<file path="config.mk">
export PLATFORM = sky130hd
export DESIGN_NAME = sha256_byte_stream_hasher_core_flat
export DESIGN_NICKNAME = d
export VERILOG_FILES = /design/src/hdl/shb_pkg.sv /design/src/hdl/shb_channel_if.sv /design/src/hdl/sha256_byte_stream_hasher_core.sv /design/src/flat_wrapper.sv
export VERILOG_INCLUDE_DIRS = /design/src /design/src/hdl
export SDC_FILE = /design/constraint.sdc
export NUM_CORES = 2
export LEC_CHECK = 0
export BUFFER_PORTS_ARGS = -buffer_cell sky130_fd_sc_hd__clkbuf_2
export CAP_MARGIN = 25
export CORE_UTILIZATION = 40
export CTS_CLUSTER_SIZE = 20
export DETAILED_ROUTE_END_ITERATION = 6
export SYNTH_ARGS = -nofsm -noshare
export SYNTH_HDL_FRONTEND = slang
export SYNTH_SLANG_ARGS = --single-unit
</file>
<file path="constraint.sdc">
create_clock -name clock -period 22.8 [get_ports clock]
set_input_delay 5.7 -clock clock [delete_from_list [all_inputs] [get_ports clock]]
set_output_delay 5.7 -clock clock [all_outputs]
set_load 0.05 [all_outputs]
</file>
<file path="src/hdl/sha256_byte_stream_hasher_core_macros.svh">
// Assertion macros for the SHA-256 byte stream hasher core.
// Included by the top level; no other dependencies.
`ifndef SHA256_BYTE_STREAM_HASHER_CORE_MACROS_SVH
`define SHA256_BYTE_STREAM_HASHER_CORE_MACROS_SVH
`ifndef ASSERT_OFF
// Same-cycle implication, disabled while reset is high.
`define SHB_ASSERT_IMPL(label, clk, rst, ante, cons) \
   label: assert property (@(posedge clk) disable iff (rst) (ante) |-> (cons)) \
      else $error("%m: assertion failed");
// Next-cycle implication, disabled while reset is high.
`define SHB_ASSERT_NEXT(label, clk, rst, ante, cons) \
   label: assert property (@(posedge clk) disable iff (rst) (ante) |=> (cons)) \
      else $error("%m: assertion failed");
`else
`define SHB_ASSERT_IMPL(label, clk, rst, ante, cons)
`define SHB_ASSERT_NEXT(label, clk, rst, ante, cons)
`endif
`endif

</file>
<file path="src/hdl/shb_pkg.sv">
// Shared constants for the SHA-256 byte stream hasher: field widths,
// block geometry, initial hash values and round constants. No dependencies.
`default_nettype none

package shb_pkg;

   localparam int BYTE_W          = 8;
   localparam int WORD_W          = 32;
   localparam int DIGEST_LEN_W    = 6;
   localparam int BLOCK_BYTES     = 64;
   localparam int POS_W           = $clog2(BLOCK_BYTES);
   localparam int BLOCK_WORDS     = BLOCK_BYTES / 4;
   localparam int LENGTH_AT       = BLOCK_BYTES - 8;
   localparam int HASH_WORDS      = 8;
   localparam int ROUNDS          = 64;
   localparam int MAX_DIGEST      = 32;
   localparam int COUNT_W         = 61;
   localparam logic [BYTE_W-1:0] PAD_MARK = 8'h80;
   localparam logic [DIGEST_LEN_W-1:0] DIGEST_LEN_RESET = 6'd32;

   localparam logic [WORD_W-1:0] INIT_HASH [HASH_WORDS] = '{
      32'h6A09E667, 32'hBB67AE85, 32'h3C6EF372, 32'hA54FF53A,
      32'h510E527F, 32'h9B05688C, 32'h1F83D9AB, 32'h5BE0CD19
   };

   localparam logic [WORD_W-1:0] ROUND_K [ROUNDS] = '{
      32'h428a2f98, 32'h71374491, 32'hb5c0fbcf, 32'he9b5dba5, 32'h3956c25b,
      32'h59f111f1, 32'h923f82a4, 32'hab1c5ed5, 32'hd807aa98, 32'h12835b01,
      32'h243185be, 32'h550c7dc3, 32'h72be5d74, 32'h80deb1fe, 32'h9bdc06a7,
      32'hc19bf174, 32'he49b69c1, 32'hefbe4786, 32'h0fc19dc6, 32'h240ca1cc,
      32'h2de92c6f, 32'h4a7484aa, 32'h5cb0a9dc, 32'h76f988da, 32'h983e5152,
      32'ha831c66d, 32'hb00327c8, 32'hbf597fc7, 32'hc6e00bf3, 32'hd5a79147,
      32'h06ca6351, 32'h14292967, 32'h27b70a85, 32'h2e1b2138, 32'h4d2c6dfc,
      32'h53380d13, 32'h650a7354, 32'h766a0abb, 32'h81c2c92e, 32'h92722c85,
      32'ha2bfe8a1, 32'ha81a664b, 32'hc24b8b70, 32'hc76c51a3, 32'hd192e819,
      32'hd6990624, 32'hf40e3585, 32'h106aa070, 32'h19a4c116, 32'h1e376c08,
      32'h2748774c, 32'h34b0bcb5, 32'h391c0cb3, 32'h4ed8aa4a, 32'h5b9cca4f,
      32'h682e6ff3, 32'h748f82ee, 32'h78a5636f, 32'h84c87814, 32'h8cc70208,
      32'h90befffa, 32'ha4506ceb, 32'hbef9a3f7, 32'hc67178f2
   };

endpackage

`default_nettype wire

</file>
<file path="src/hdl/shb_channel_if.sv">
// Valid/ready channel interfaces for the message byte input and the
// digest byte output. Depends on shb_pkg for field widths.
`default_nettype none

interface shb_req_if;
   logic                        valid;
   logic                        ready;
   logic [shb_pkg::BYTE_W-1:0]  message_byte;
   logic                        last_byte;

   modport source (output valid, output message_byte, output last_byte, input ready);
   modport sink   (input valid, input message_byte, input last_byte, output ready);
endinterface

interface shb_rsp_if;
   logic                        valid;
   logic                        ready;
   logic [shb_pkg::BYTE_W-1:0]  digest_byte;
   logic                        last_of_digest;
   logic                        length_error;

   modport source (output valid, output digest_byte, output last_of_digest,
                   output length_error, input ready);
   modport sink   (input valid, input digest_byte, input last_of_digest,
                   input length_error, output ready);
endinterface

`default_nettype wire

</file>
<file path="src/hdl/sha256_byte_stream_hasher_core.sv">
// SHA-256 byte stream hasher: one message byte per beat, one digest byte per beat.
// Each full block stalls input for 64 rounds on the shared round unit and a
// read-add-write of all 8 hash entries. After the last byte, padding goes in one
// byte per cycle except while a padded block compresses; each digest byte then
// takes a hash-memory read state and an output state that waits on back-pressure.
// Reset is synchronous; hash entries read as the initial hash until rewritten.
`default_nettype none
`include "sha256_byte_stream_hasher_core_macros.svh"

module sha256_byte_stream_hasher_core (
   input  wire logic                                  clock,
   input  wire logic                                  reset,
   shb_req_if.sink                                    req_bus,
   shb_rsp_if.source                                  rsp_bus,
   input  wire logic                                  csr_wr_en,
   input  wire logic [shb_pkg::DIGEST_LEN_W-1:0]      csr_wr_data
);

   typedef enum logic [2:0] {
      S_ABSORB, S_PAD, S_ROUND, S_FINAL, S_DG_RD, S_DG_WR
   } state_type;

   typedef enum logic [1:0] {
      PH_MSG, PH_MARK, PH_ZERO, PH_LEN
   } phase_type;

   localparam int WW = shb_pkg::WORD_W;
   localparam int BW = shb_pkg::BYTE_W;
   localparam int PW = shb_pkg::POS_W;
   localparam int CW = shb_pkg::COUNT_W;
   localparam int HW = shb_pkg::HASH_WORDS;
   localparam int LW = shb_pkg::DIGEST_LEN_W;
   localparam int BA = $clog2(shb_pkg::BLOCK_WORDS);
   localparam int HA = $clog2(shb_pkg::HASH_WORDS);

   // Memories: message block words and the running hash.
   logic [WW-1:0] blk_mem [shb_pkg::BLOCK_WORDS];
   logic [WW-1:0] hash_mem [HW];
   logic [WW-1:0] blk_rdata_ff;
   logic [WW-1:0] hm_rdata_ff;
   logic          hm_rvalid_ff;
   logic [HA-1:0] hm_raddr_ff;

   // Registers.
   state_type     state_ff, state_in;
   phase_type     phase_ff, phase_in;
   logic [PW-1:0] pos_ff, pos_in;
   logic [CW-1:0] cnt_ff, cnt_in;
   logic          ovf_ff, ovf_in;
   logic [5:0]    step_ff, step_in;
   logic [LW-1:0] dlen_ff, dlen_in;
   logic [23:0]   word_ff, word_in;
   logic [HW-1:0] hv_ff, hv_in;
   logic [WW-1:0] v_ff [HW];
   logic [WW-1:0] v_in [HW];
   logic [WW-1:0] w_ff [16];
   logic [WW-1:0] w_in [16];
   logic          rsp_valid_ff, rsp_valid_in;
   logic [BW-1:0] rsp_byte_ff, rsp_byte_in;
   logic          rsp_last_ff, rsp_last_in;
   logic          rsp_err_ff, rsp_err_in;

   // Combinational signals.
   logic          req_acc;
   logic          push_en;
   logic [BW-1:0] push_byte;
   logic [WW-1:0] push_word;
   logic          pos_full;
   logic [PW-1:0] pos_next;
   logic [CW:0]   cnt_sum;
   logic [63:0]   len_bits;
   logic [BW-1:0] len_byte;
   logic          blk_we;
   logic [BA-1:0] blk_waddr;
   logic [BA-1:0] blk_raddr;
   logic          hm_we;
   logic [HA-1:0] hm_waddr;
   logic [HA-1:0] hm_raddr;
   logic [WW-1:0] hval;
   logic [WW-1:0] fin_sum;
   logic [WW-1:0] w_sched;
   logic [WW-1:0] w_cur;
   logic [WW-1:0] t1;
   logic [WW-1:0] t2;
   logic [LW-1:0] dlen_sat;
   logic          rsp_free;
   logic          dg_load;
   logic          dg_last;
   logic          restart;

   function automatic logic [WW-1:0] bsig0(input logic [WW-1:0] x);
      return {x[1:0], x[31:2]} ^ {x[12:0], x[31:13]} ^ {x[21:0], x[31:22]};
   endfunction

   function automatic logic [WW-1:0] bsig1(input logic [WW-1:0] x);
      return {x[5:0], x[31:6]} ^ {x[10:0], x[31:11]} ^ {x[24:0], x[31:25]};
   endfunction

   function automatic logic [WW-1:0] ssig0(input logic [WW-1:0] x);
      return {x[6:0], x[31:7]} ^ {x[17:0], x[31:18]} ^ {3'b000, x[31:3]};
   endfunction

   function automatic logic [WW-1:0] ssig1(input logic [WW-1:0] x);
      return {x[16:0], x[31:17]} ^ {x[18:0], x[31:19]} ^ {10'b0, x[31:10]};
   endfunction

   assign req_bus.ready          = (state_ff == S_ABSORB);
   assign req_acc                = req_bus.valid && (state_ff == S_ABSORB);
   assign rsp_bus.valid          = rsp_valid_ff;
   assign rsp_bus.digest_byte    = rsp_byte_ff;
   assign rsp_bus.last_of_digest = rsp_last_ff;
   assign rsp_bus.length_error   = rsp_err_ff;

   assign pos_full  = (pos_ff == PW'(shb_pkg::BLOCK_BYTES - 1));
   assign pos_next  = pos_ff + PW'(1);
   assign push_word = {word_ff, push_byte};
   assign cnt_sum   = {1'b0, cnt_ff} + (CW+1)'(1);
   assign len_bits  = {cnt_ff, 3'b000};
   assign len_byte  = len_bits[{~pos_ff[2:0], 3'b000} +: BW];
   assign dlen_sat  = (dlen_ff > LW'(shb_pkg::MAX_DIGEST)) ? LW'(shb_pkg::MAX_DIGEST) : dlen_ff;
   assign rsp_free  = !rsp_valid_ff || rsp_bus.ready;

   // A hash entry that has not been written since the message began reads as
   // the initial value.
   assign hval    = hm_rvalid_ff ? hm_rdata_ff : shb_pkg::INIT_HASH[hm_raddr_ff];
   assign fin_sum = hval + v_ff[0];

   // The first 16 rounds take block words straight from memory; later rounds
   // extend the schedule from the sliding window.
   assign w_sched = ssig1(w_ff[14]) + w_ff[9] + ssig0(w_ff[1]) + w_ff[0];
   assign w_cur   = (step_ff[5:4] == 2'b00) ? blk_rdata_ff : w_sched;
   assign t1      = v_ff[7] + bsig1(v_ff[4]) + ((v_ff[4] & v_ff[5]) ^ (~v_ff[4] & v_ff[6]))
                    + shb_pkg::ROUND_K[step_ff] + w_cur;
   assign t2      = bsig0(v_ff[0])
                    + ((v_ff[0] & v_ff[1]) ^ (v_ff[0] & v_ff[2]) ^ (v_ff[1] & v_ff[2]));

   assign blk_we    = push_en && (pos_ff[1:0] == 2'b11);
   assign blk_waddr = pos_ff[PW-1:2];

   always_comb begin
      state_in     = state_ff;
      phase_in     = phase_ff;
      pos_in       = pos_ff;
      cnt_in       = cnt_ff;
      ovf_in       = ovf_ff;
      step_in      = step_ff;
      dlen_in      = csr_wr_en ? csr_wr_data : dlen_ff;
      word_in      = word_ff;
      hv_in        = hv_ff;
      v_in         = v_ff;
      w_in         = w_ff;
      rsp_valid_in = rsp_valid_ff && !rsp_bus.ready;
      rsp_byte_in  = rsp_byte_ff;
      rsp_last_in  = rsp_last_ff;
      rsp_err_in   = rsp_err_ff;
      push_en      = 1'b0;
      push_byte    = req_bus.message_byte;
      blk_raddr    = '0;
      hm_we        = 1'b0;
      hm_waddr     = step_ff[HA-1:0];
      hm_raddr     = '0;
      dg_load      = 1'b0;
      dg_last      = 1'b0;
      restart      = 1'b0;

      case (state_ff)
         S_ABSORB: begin
            if (req_acc) begin
               push_en = 1'b1;
               cnt_in  = cnt_sum[CW-1:0];
               if (cnt_sum[CW]) begin
                  ovf_in = 1'b1;
               end
               if (req_bus.last_byte) begin
                  phase_in = PH_MARK;
                  state_in = S_PAD;
               end
            end
         end
         S_PAD: begin
            push_en = 1'b1;
            case (phase_ff)
               PH_MARK: push_byte = shb_pkg::PAD_MARK;
               PH_LEN:  push_byte = len_byte;
               default: push_byte = '0;
            endcase
            if (phase_ff != PH_LEN) begin
               phase_in = (pos_next == PW'(shb_pkg::LENGTH_AT)) ? PH_LEN : PH_ZERO;
            end
         end
         S_ROUND: begin
            blk_raddr = step_ff[BA-1:0] + BA'(1);
            v_in[0] = t1 + t2;
            v_in[1] = v_ff[0];
            v_in[2] = v_ff[1];
            v_in[3] = v_ff[2];
            v_in[4] = v_ff[3] + t1;
            v_in[5] = v_ff[4];
            v_in[6] = v_ff[5];
            v_in[7] = v_ff[6];
            for (int i = 0; i < 15; i++) begin
               w_in[i] = w_ff[i+1];
            end
            w_in[15] = w_cur;
            step_in  = step_ff + 6'd1;
            if (step_ff == 6'(shb_pkg::ROUNDS - 1)) begin
               step_in  = '0;
               state_in = S_FINAL;
            end
         end
         S_FINAL: begin
            // Read-add-write of one hash entry per cycle; the sums rotate into
            // the working registers, which then hold the new hash.
            hm_raddr        = step_ff[HA-1:0] + HA'(1);
            hm_we           = 1'b1;
            hv_in[step_ff[HA-1:0]] = 1'b1;
            for (int i = 0; i < HW - 1; i++) begin
               v_in[i] = v_ff[i+1];
            end
            v_in[HW-1] = fin_sum;
            step_in    = step_ff + 6'd1;
            if (step_ff == 6'(HW - 1)) begin
               step_in = '0;
               case (phase_ff)
                  PH_MSG: state_in = S_ABSORB;
                  PH_LEN: begin
                     if (dlen_sat == '0) begin
                        restart = 1'b1;
                     end else begin
                        state_in = S_DG_RD;
                     end
                  end
                  default: state_in = S_PAD;
               endcase
            end
         end
         S_DG_RD: begin
            hm_raddr = step_ff[HA+1:2];
            state_in = S_DG_WR;
         end
         S_DG_WR: begin
            hm_raddr = step_ff[HA+1:2];
            if (rsp_free) begin
               dg_load      = 1'b1;
               dg_last      = ((step_ff + 6'd1) == dlen_sat);
               rsp_valid_in = 1'b1;
               rsp_byte_in  = hval[{~step_ff[1:0], 3'b000} +: BW];
               rsp_last_in  = dg_last;
               rsp_err_in   = ovf_ff;
               if (dg_last) begin
                  restart = 1'b1;
               end else begin
                  step_in  = step_ff + 6'd1;
                  state_in = S_DG_RD;
               end
            end
         end
         default: state_in = S_ABSORB;
      endcase

      if (push_en) begin
         word_in = push_word[23:0];
         pos_in  = pos_next;
         if (pos_full) begin
            step_in  = '0;
            state_in = S_ROUND;
         end
      end

      if (restart) begin
         state_in = S_ABSORB;
         phase_in = PH_MSG;
         pos_in   = '0;
         cnt_in   = '0;
         ovf_in   = 1'b0;
         step_in  = '0;
         hv_in    = '0;
         v_in     = shb_pkg::INIT_HASH;
      end
   end

   always_ff @(posedge clock) begin
      if (blk_we) begin
         blk_mem[blk_waddr] <= push_word;
      end
      blk_rdata_ff <= blk_mem[blk_raddr];
   end

   always_ff @(posedge clock) begin
      if (hm_we) begin
         hash_mem[hm_waddr] <= fin_sum;
      end
      hm_rdata_ff <= hash_mem[hm_raddr];
   end

   always_ff @(posedge clock) begin
      hm_raddr_ff  <= hm_raddr;
      word_ff      <= word_in;
      w_ff         <= w_in;
      rsp_byte_ff  <= rsp_byte_in;
      rsp_last_ff  <= rsp_last_in;
      rsp_err_ff   <= rsp_err_in;
      if (reset) begin
         state_ff     <= S_ABSORB;
         phase_ff     <= PH_MSG;
         pos_ff       <= '0;
         cnt_ff       <= '0;
         ovf_ff       <= 1'b0;
         step_ff      <= '0;
         dlen_ff      <= shb_pkg::DIGEST_LEN_RESET;
         hv_ff        <= '0;
         hm_rvalid_ff <= 1'b0;
         v_ff         <= shb_pkg::INIT_HASH;
         rsp_valid_ff <= 1'b0;
      end else begin
         state_ff     <= state_in;
         phase_ff     <= phase_in;
         pos_ff       <= pos_in;
         cnt_ff       <= cnt_in;
         ovf_ff       <= ovf_in;
         step_ff      <= step_in;
         dlen_ff      <= dlen_in;
         hv_ff        <= hv_in;
         hm_rvalid_ff <= hv_ff[hm_raddr];
         v_ff         <= v_in;
         rsp_valid_ff <= rsp_valid_in;
      end
   end

   `SHB_ASSERT_NEXT(a_round_to_final, clock, reset, (state_ff == S_ROUND) && (step_ff == 6'(shb_pkg::ROUNDS - 1)), state_ff == S_FINAL)
   `SHB_ASSERT_IMPL(a_digest_hash_written, clock, reset, (state_ff == S_DG_RD) || (state_ff == S_DG_WR), &hv_ff)
   `SHB_ASSERT_NEXT(a_restart_after_digest, clock, reset, dg_load && dg_last, (state_ff == S_ABSORB) && (pos_ff == '0) && (cnt_ff == '0) && !ovf_ff && (hv_ff == '0))

endmodule

`default_nettype wire

</file>
<file path="src/flat_wrapper.sv">
// flat-port wrapper written by rule: the top's interface ports become plain ports
module sha256_byte_stream_hasher_core_flat 
  (clock, reset, csr_wr_en, csr_wr_data, req_bus_valid, req_bus_message_byte, req_bus_last_byte, req_bus_ready, rsp_bus_valid, rsp_bus_digest_byte, rsp_bus_last_of_digest, rsp_bus_length_error, rsp_bus_ready);
  shb_req_if req_bus_i ();
  shb_rsp_if rsp_bus_i ();
  input  wire logic clock;
  input  wire logic reset;
  input  wire logic csr_wr_en;
  input  wire logic [shb_pkg::DIGEST_LEN_W-1:0] csr_wr_data;
  input wire logic [$bits(req_bus_i.valid)-1:0] req_bus_valid;
  input wire logic [$bits(req_bus_i.message_byte)-1:0] req_bus_message_byte;
  input wire logic [$bits(req_bus_i.last_byte)-1:0] req_bus_last_byte;
  output wire logic [$bits(req_bus_i.ready)-1:0] req_bus_ready;
  output wire logic [$bits(rsp_bus_i.valid)-1:0] rsp_bus_valid;
  output wire logic [$bits(rsp_bus_i.digest_byte)-1:0] rsp_bus_digest_byte;
  output wire logic [$bits(rsp_bus_i.last_of_digest)-1:0] rsp_bus_last_of_digest;
  output wire logic [$bits(rsp_bus_i.length_error)-1:0] rsp_bus_length_error;
  input wire logic [$bits(rsp_bus_i.ready)-1:0] rsp_bus_ready;
  assign req_bus_i.valid = req_bus_valid;
  assign req_bus_i.message_byte = req_bus_message_byte;
  assign req_bus_i.last_byte = req_bus_last_byte;
  assign req_bus_ready = req_bus_i.ready;
  assign rsp_bus_valid = rsp_bus_i.valid;
  assign rsp_bus_digest_byte = rsp_bus_i.digest_byte;
  assign rsp_bus_last_of_digest = rsp_bus_i.last_of_digest;
  assign rsp_bus_length_error = rsp_bus_i.length_error;
  assign rsp_bus_i.ready = rsp_bus_ready;
  sha256_byte_stream_hasher_core u_core (.clock(clock), .reset(reset), .req_bus(req_bus_i), .rsp_bus(rsp_bus_i), .csr_wr_en(csr_wr_en), .csr_wr_data(csr_wr_data));
endmodule
</file>
Word-level counts from Yosys, hierarchy flattened --
Memories as Yosys holds them, arrays and structs flattened. A register that Yosys moved wholly into a read port is not among the register bits. Index checks and enable logic that the tools add are counted. Widths: inputs -> output; s select.
Cells by class: add/sub/neg operators 16, $lt $le $gt $ge 6, eq/ne operators 17, shift-type cells 2, muxes and demuxes 54, bitwise gates (word level) 22, reductions and logical operators 19
Operators by type and width (number):
- $pmux 256 s2 | 1
- $add 32x32->32 | 11
- $xor 32x32->32 | 9
- $mux 32 | 6
- $and 32x32->32 | 5
- $shiftx 64x7->8 | 1
- $add 61x1->62 const B | 1
- $mux 6 | 7
- $not 32->32 | 1
- $shiftx 32x6->8 | 1
- $xor 32x22->32 | 1
- $xor 32x29->32 | 1
- $mux 3 | 9
- $eq 6x6->1 const B | 3
- $pmux 3 s6 | 1
- $pmux 6 s3 | 1
- $mux 1 | 16
- $pmux 8 s2 | 1
- $add 6x1->6 const B | 2
- $pmux 3 s2 | 2
- $lt 3x4->1 const B | 2
- $mux 8 | 1
- $or 8x8->8 | 1
- $ge 7x7->1 const B | 1
- other kinds (35) | 51
Storage, ports and cells: bits in registers 900, memory bits (writable) 768, bits in read-only memories 2304, output and inout bits 12, word-level logic and storage cells 179, memories kept 4
Memories:
- (name not given) | words 64, bits a word 32, rd ports 1, clocked after memory_dff 0, write ports 0, line sha256_byte_stream_hasher_core.sv:133 | + shb_pkg::ROUND_K[step_ff] + w_cur;
- u_core.blk_mem | words 16, bits a word 32, rd ports 1, clocked after memory_dff 1, write ports 1, line sha256_byte_stream_hasher_core.sv:37 | logic [WW-1:0] blk_mem [shb_pkg::BLOCK_WORDS];
- (name not given) | words 8, bits a word 32, rd ports 1, clocked after memory_dff 0, write ports 0, line sha256_byte_stream_hasher_core.sv:125 | assign hval = hm_rvalid_ff ? hm_rdata_ff : shb_pkg::INIT_HASH[hm_raddr_ff];
- u_core.hash_mem | words 8, bits a word 32, rd ports 1, clocked after memory_dff 1, write ports 1, line sha256_byte_stream_hasher_core.sv:38 | logic [WW-1:0] hash_mem [HW];

Depth between registers and ports, before layout --
depth after elaboration 9, depth in mapped cells 44, depth with buffers taken out 44

Least setup slack after synthesis --
Ideal clock, no wire load.
path kind register to register, start point register u_core.state_ff[1], end point register u_core.v_ff[125] (netlist name), setup time 126 ps, arrival time 16864 ps, setup slack 5810 ps, cell stages (with the launch flop) 11, cells stage by stage dfxtp_1 clkbuf_1 nor2b_1 buf_2 nand2_1 clkbuf_1 clkinv_1 clkbuf_1 clkbuf_1 a222oi_1 nor2_1
Between the ends: longest elaborated chain between the ends 3, elaborated cells between the ends (all ways) 7, those cells by class eq/ne: 3; mux: 2; reduce/logical: 2
RTL lines:
- start: declaration | line sha256_byte_stream_hasher_core.sv:45 | state_type state_ff, state_in;
- start signal: assignment | line sha256_byte_stream_hasher_core.sv:316 | state_ff <= state_in;
- $eq 3x3->1 / $eq 3x2->1 (equally long branches) | line sha256_byte_stream_hasher_core.sv:166 | case (state_ff)
- $pmux 1 s2 | line sha256_byte_stream_hasher_core.sv:166
- $reduce_or 2->1 (no line)
- end signal: assignment | line sha256_byte_stream_hasher_core.sv:313 | v_ff <= shb_pkg::INIT_HASH;
- end signal: assignment | line sha256_byte_stream_hasher_core.sv:325 | v_ff <= v_in;
- end: declaration | line sha256_byte_stream_hasher_core.sv:54 | logic [WW-1:0] v_ff [HW];
Several ways; a longest one is shown, not always the timed one. A chain may end at the register's enable or synchronous reset.

Worst setup path in the final report --
start point register u_core.w_ff[456] (netlist name), end point register u_core.v_ff[254] (netlist name)
Between the ends: longest elaborated chain between the ends 8
RTL lines:
- start: declaration | line sha256_byte_stream_hasher_core.sv:56 | logic [WW-1:0] w_ff [16];
- start signal: assignment | line sha256_byte_stream_hasher_core.sv:299 | w_ff <= w_in;
- $xor 32x32->32 | line sha256_byte_stream_hasher_core.sv:100 | return {x[6:0], x[31:7]} ^ {x[17:0], x[31:18]} ^ {3'b000, x[31:3]};
- $xor 32x29->32 * | line sha256_byte_stream_hasher_core.sv:100
- $add 32x32->32 * (2 in series) | line sha256_byte_stream_hasher_core.sv:130 | assign w_sched = ssig1(w_ff[14]) + w_ff[9] + ssig0(w_ff[1]) + w_ff[0];
- $mux 32 * | line sha256_byte_stream_hasher_core.sv:131 | assign w_cur = (step_ff[5:4] == 2'b00) ? blk_rdata_ff : w_sched;
- $add 32x32->32 * | line sha256_byte_stream_hasher_core.sv:133
- $add 32x32->32 * | line sha256_byte_stream_hasher_core.sv:193 | v_in[0] = t1 + t2;
- $pmux 256 s2 * | line sha256_byte_stream_hasher_core.sv:166
Every way passes the cells marked *; elsewhere a longest branch is shown, timed or not.

==> key figures <==
Power
  – Psw: 1.45 mW
  – Switch share: 0.215
  – Power Density: 73.2 nW/um^2
  – Clk pwr share: 0.462
  – Internal Power: 5.28 mW
  – Leak pwr: 32.5 nW
  – Flop pwr share: 0.507
  – Comb pwr share: 0.031
  – Maximum vdd drop: 0.0758 mV

Clocking
  – Post-CTS sizing: 0
  – CTS tree: built
  – CTS H-tree lvls: 4
  – Clk buf depth: 3
  – Setup repair bufs after CTS: 0
  – Cts bufs inserted: 183
  – Clock transition at the registers of the reported paths: 0.06 ns
  – Hold Buf Count CTS: 0
  – Clk Tree Root Cell: clkbuf_16
  – CTS Sinks: 1732
  – Clk_lat worst skew: 0.87 ns

Floorplan
  – Core Area: 203000 um^2
  – Die Width: 455 um
  – Overall die height: 455 um
  – Initial core utilization: 0.404
  – FP Rows: 165
  – Io pins: 32
  – Die area: 207000 um^2

Worst setup path
  – Beginning of the critical path: u_core.w_ff[456]
  – CP max-delay cell: mux2i_1
  – Nature of the critical path endpoint: flop
  – CP top delay family: compound AO/OA/AOI/OAI gates
  – Worst setup SP type: flop
  – Crit-path max cell delay: 0.54 ns
  – Most frequent cell on the critical path: fa_1
  – Critical setup path kind: flop to flop
  – Crit-path max FO: 6
  – R2R setup slack: 11.79 ns
  – CP bufs+invs: 3
  – FF-to-FF Start: u_core.w_ff[456]
  – Worst Path Required: 23.44 ns
  – CP arrival: 11.65 ns

Placement
  – Placed wire-length estimate: 157 mm
  – GPL Wtd Cong: 0.959
  – Post-Place Cells: 9141
  – PortBufs: 31

Global routing
  – Total GRT Usage: 0.229
  – Pin count of the biggest net entering global routing: 183
  – First-pass GRT wire length: 352 mm
  – Total grt overflow: 0
  – Vias in the first global route: 51914
  – Initial antenna violation count: 7

Finish
  – Commonest cells after routing, fill and taps aside: edfxtp_1 (1314), nand2_1 (636), dfxtp_1 (413)
  – Nets: 7067
  – Most common cell after layout, fill and taps aside: edfxtp_1
  – Final core occ: 0.452
  – Area of the multi-input gates: 31800 um^2
  – Share of post-route cells with drive strength above 1: 0.0971
  – Final cell count without fillers: 9502
  – Register area: 47800 um^2
  – FILL cells: 18452
  – Area delta synth->final: 11.8%

Logic synthesis
  – Syn nets: 7138
  – Post-synthesis sequential area ratio: 0.582
  – Distinct cell type count after synthesis: 89
  – Syn_area_per_cell: 12.2 um^2
  – Area contributors post-synth: edfxtp_1 (48%), dfxtp_1 (10%), fa_1 (4.6%), mux2i_1 (4.1%), xnor2_1 (3.3%)
  – Ys flop type: edfxtp_1
  – Register bit count reported by yosys: 1732
  – Gate Count Post-Synth: 6737
  – Mapped Area: 82100 um^2
  – EDFF count, synth: 1314
  – Async S/R FF share, synth: 0
  – Top cell type's share of synthesized area: 0.480
  – Synth area leader: edfxtp_1
  – Ys Warns: 0

STA
  – Skew final: 0.0696 ns
  – RSZ-0062 raised after global routing: no
  – Tightest Pin Transition: 1.14 ns
  – Fmax: 90.8 MHz
  – Tmin final: 11.02 ns
  – Final setup viols: 0
  – Slew HR: 0.232
  – Hold Fails Final Rpt: 0
  – Total negative slack: 0 ns
  – Tcrit/Tclk final: 0.483
  – Final count of pins violating max slew: 0

Route
  – Detailed-route wire length per cell: 25.1 um
  – Initial DRT Pass Iterations: 7
  – Via count: 53820
  – WL final: 238 mm
  – DRT iter0 DRCs: 5748
  – Remaining DRCs: 27
  – Post-DRT Antenna Nets: 0
  – Drt via density: 5.66

Run status
  – Failing checks: design-rule violations
  – Run status: finished, violations left

Min path
  – Hold_sp: u_core.w_ff[387]
  – Hold Path Class: flop to flop

Job
  – Number of max-cap violations: 0
## sequential cells by signal, summed over array words and instances (netlist names), 24 cells and up
signal,count
u_core.w_ff,512
u_core.v_ff,256
u_core.hm_rdata_ff,32
u_core.blk_mem,512
u_core.word_ff,24
u_core.hash_mem,256
u_core.blk_rdata_ff,32
u_core.cnt_ff,61
## metal layers
layer,wire [um],up-vias,share of wire,GRT usage
li1,-,24474,-,-
met1,108000,27141,0.45,0.330
met2,108000,1891,0.45,0.354
met3,16700,312,0.070,0.0380
met4,6080,2,0.025,0.0657
met5,11,-,0.000046,0
## worst paths after layout
check	depth (start not counted)	to
setup / recovery	44	u_core.v_ff[254]
hold / removal	0	u_core.w_ff[419]
setup reg to reg	44	u_core.v_ff[254]
hold reg to reg	0	u_core.w_ff[419]
## worst register-to-register path: cells and delay by family, from the launching register on
kind	cells	cell delay, ns
mux	2	0.74
buf+inv	3	0.16
simple gates	9	1.06
flops	1	0.47
fa+ha+maj	9	3.75
compound gates	17	3.93
xor+xnor	4	0.71
## power by group through the flow
stage	clock, mW	sequential, mW	combinational (mW)
after floorplan	0	3.47	0.152
after global placement	0	3.48	0.203
after detailed placement	0	3.48	0.205
after CTS	3.16	3.41	0.207
after global routing	3.28	3.41	0.228
final	3.10	3.41	0.209
## per-stage QoR
stage | power (mW) | setup WS, ns | hold WS, ns | instance area (um^2)
after floorplan | 3.62 | 5.81 | 0.400 | 82100
after global placement | 3.68 | 12.08 | 0.400 | 85200
after detailed placement | 3.68 | 12.01 | 0.405 | 85300
after CTS | 6.78 | 11.89 | 0.411 | 91600
after global routing | 6.92 | 11.10 | 0.420 | 91800
final | 6.72 | 11.79 | 0.412 | 91900
## layout make-up
class,instances,area share
Antenna cell,5,0.000136
Clock buffer,248,0.0554
Clock inverter,96,0.0135
Inverter,313,0.0129
Multi-Input combinational cell,4266,0.346
Sequential cell,1732,0.521
Tap cell,2672,0.0364
Timing Repair Buffer,170,0.0147
## cell families after synthesis
family                   after synthesis  share of synthesized area
flip-flops                          1732                      0.582
AND/OR/NAND/NOR                     1593                     0.0860
multiplexers                         467                     0.0628
XOR/XNOR                             452                     0.0483
AO/OA/AOI/OAI                       1356                      0.109
buffers and inverters                739                     0.0342
adder cells (fa/ha/maj)              398                     0.0773
## synthesized netlist by cell type (all sizes together) (105+ instances only)
cell type,instances
nor2,403
fa,188
ha,193
xnor2,307
nand2,640
o21ai,336
o211ai,129
dfxtp,418
nand3,275
mux2,105
xor2,145
clkbuf,367
inv,311
mux2i,334
a21oi,241
edfxtp,1314
Power figures use the tool's default switching activity.
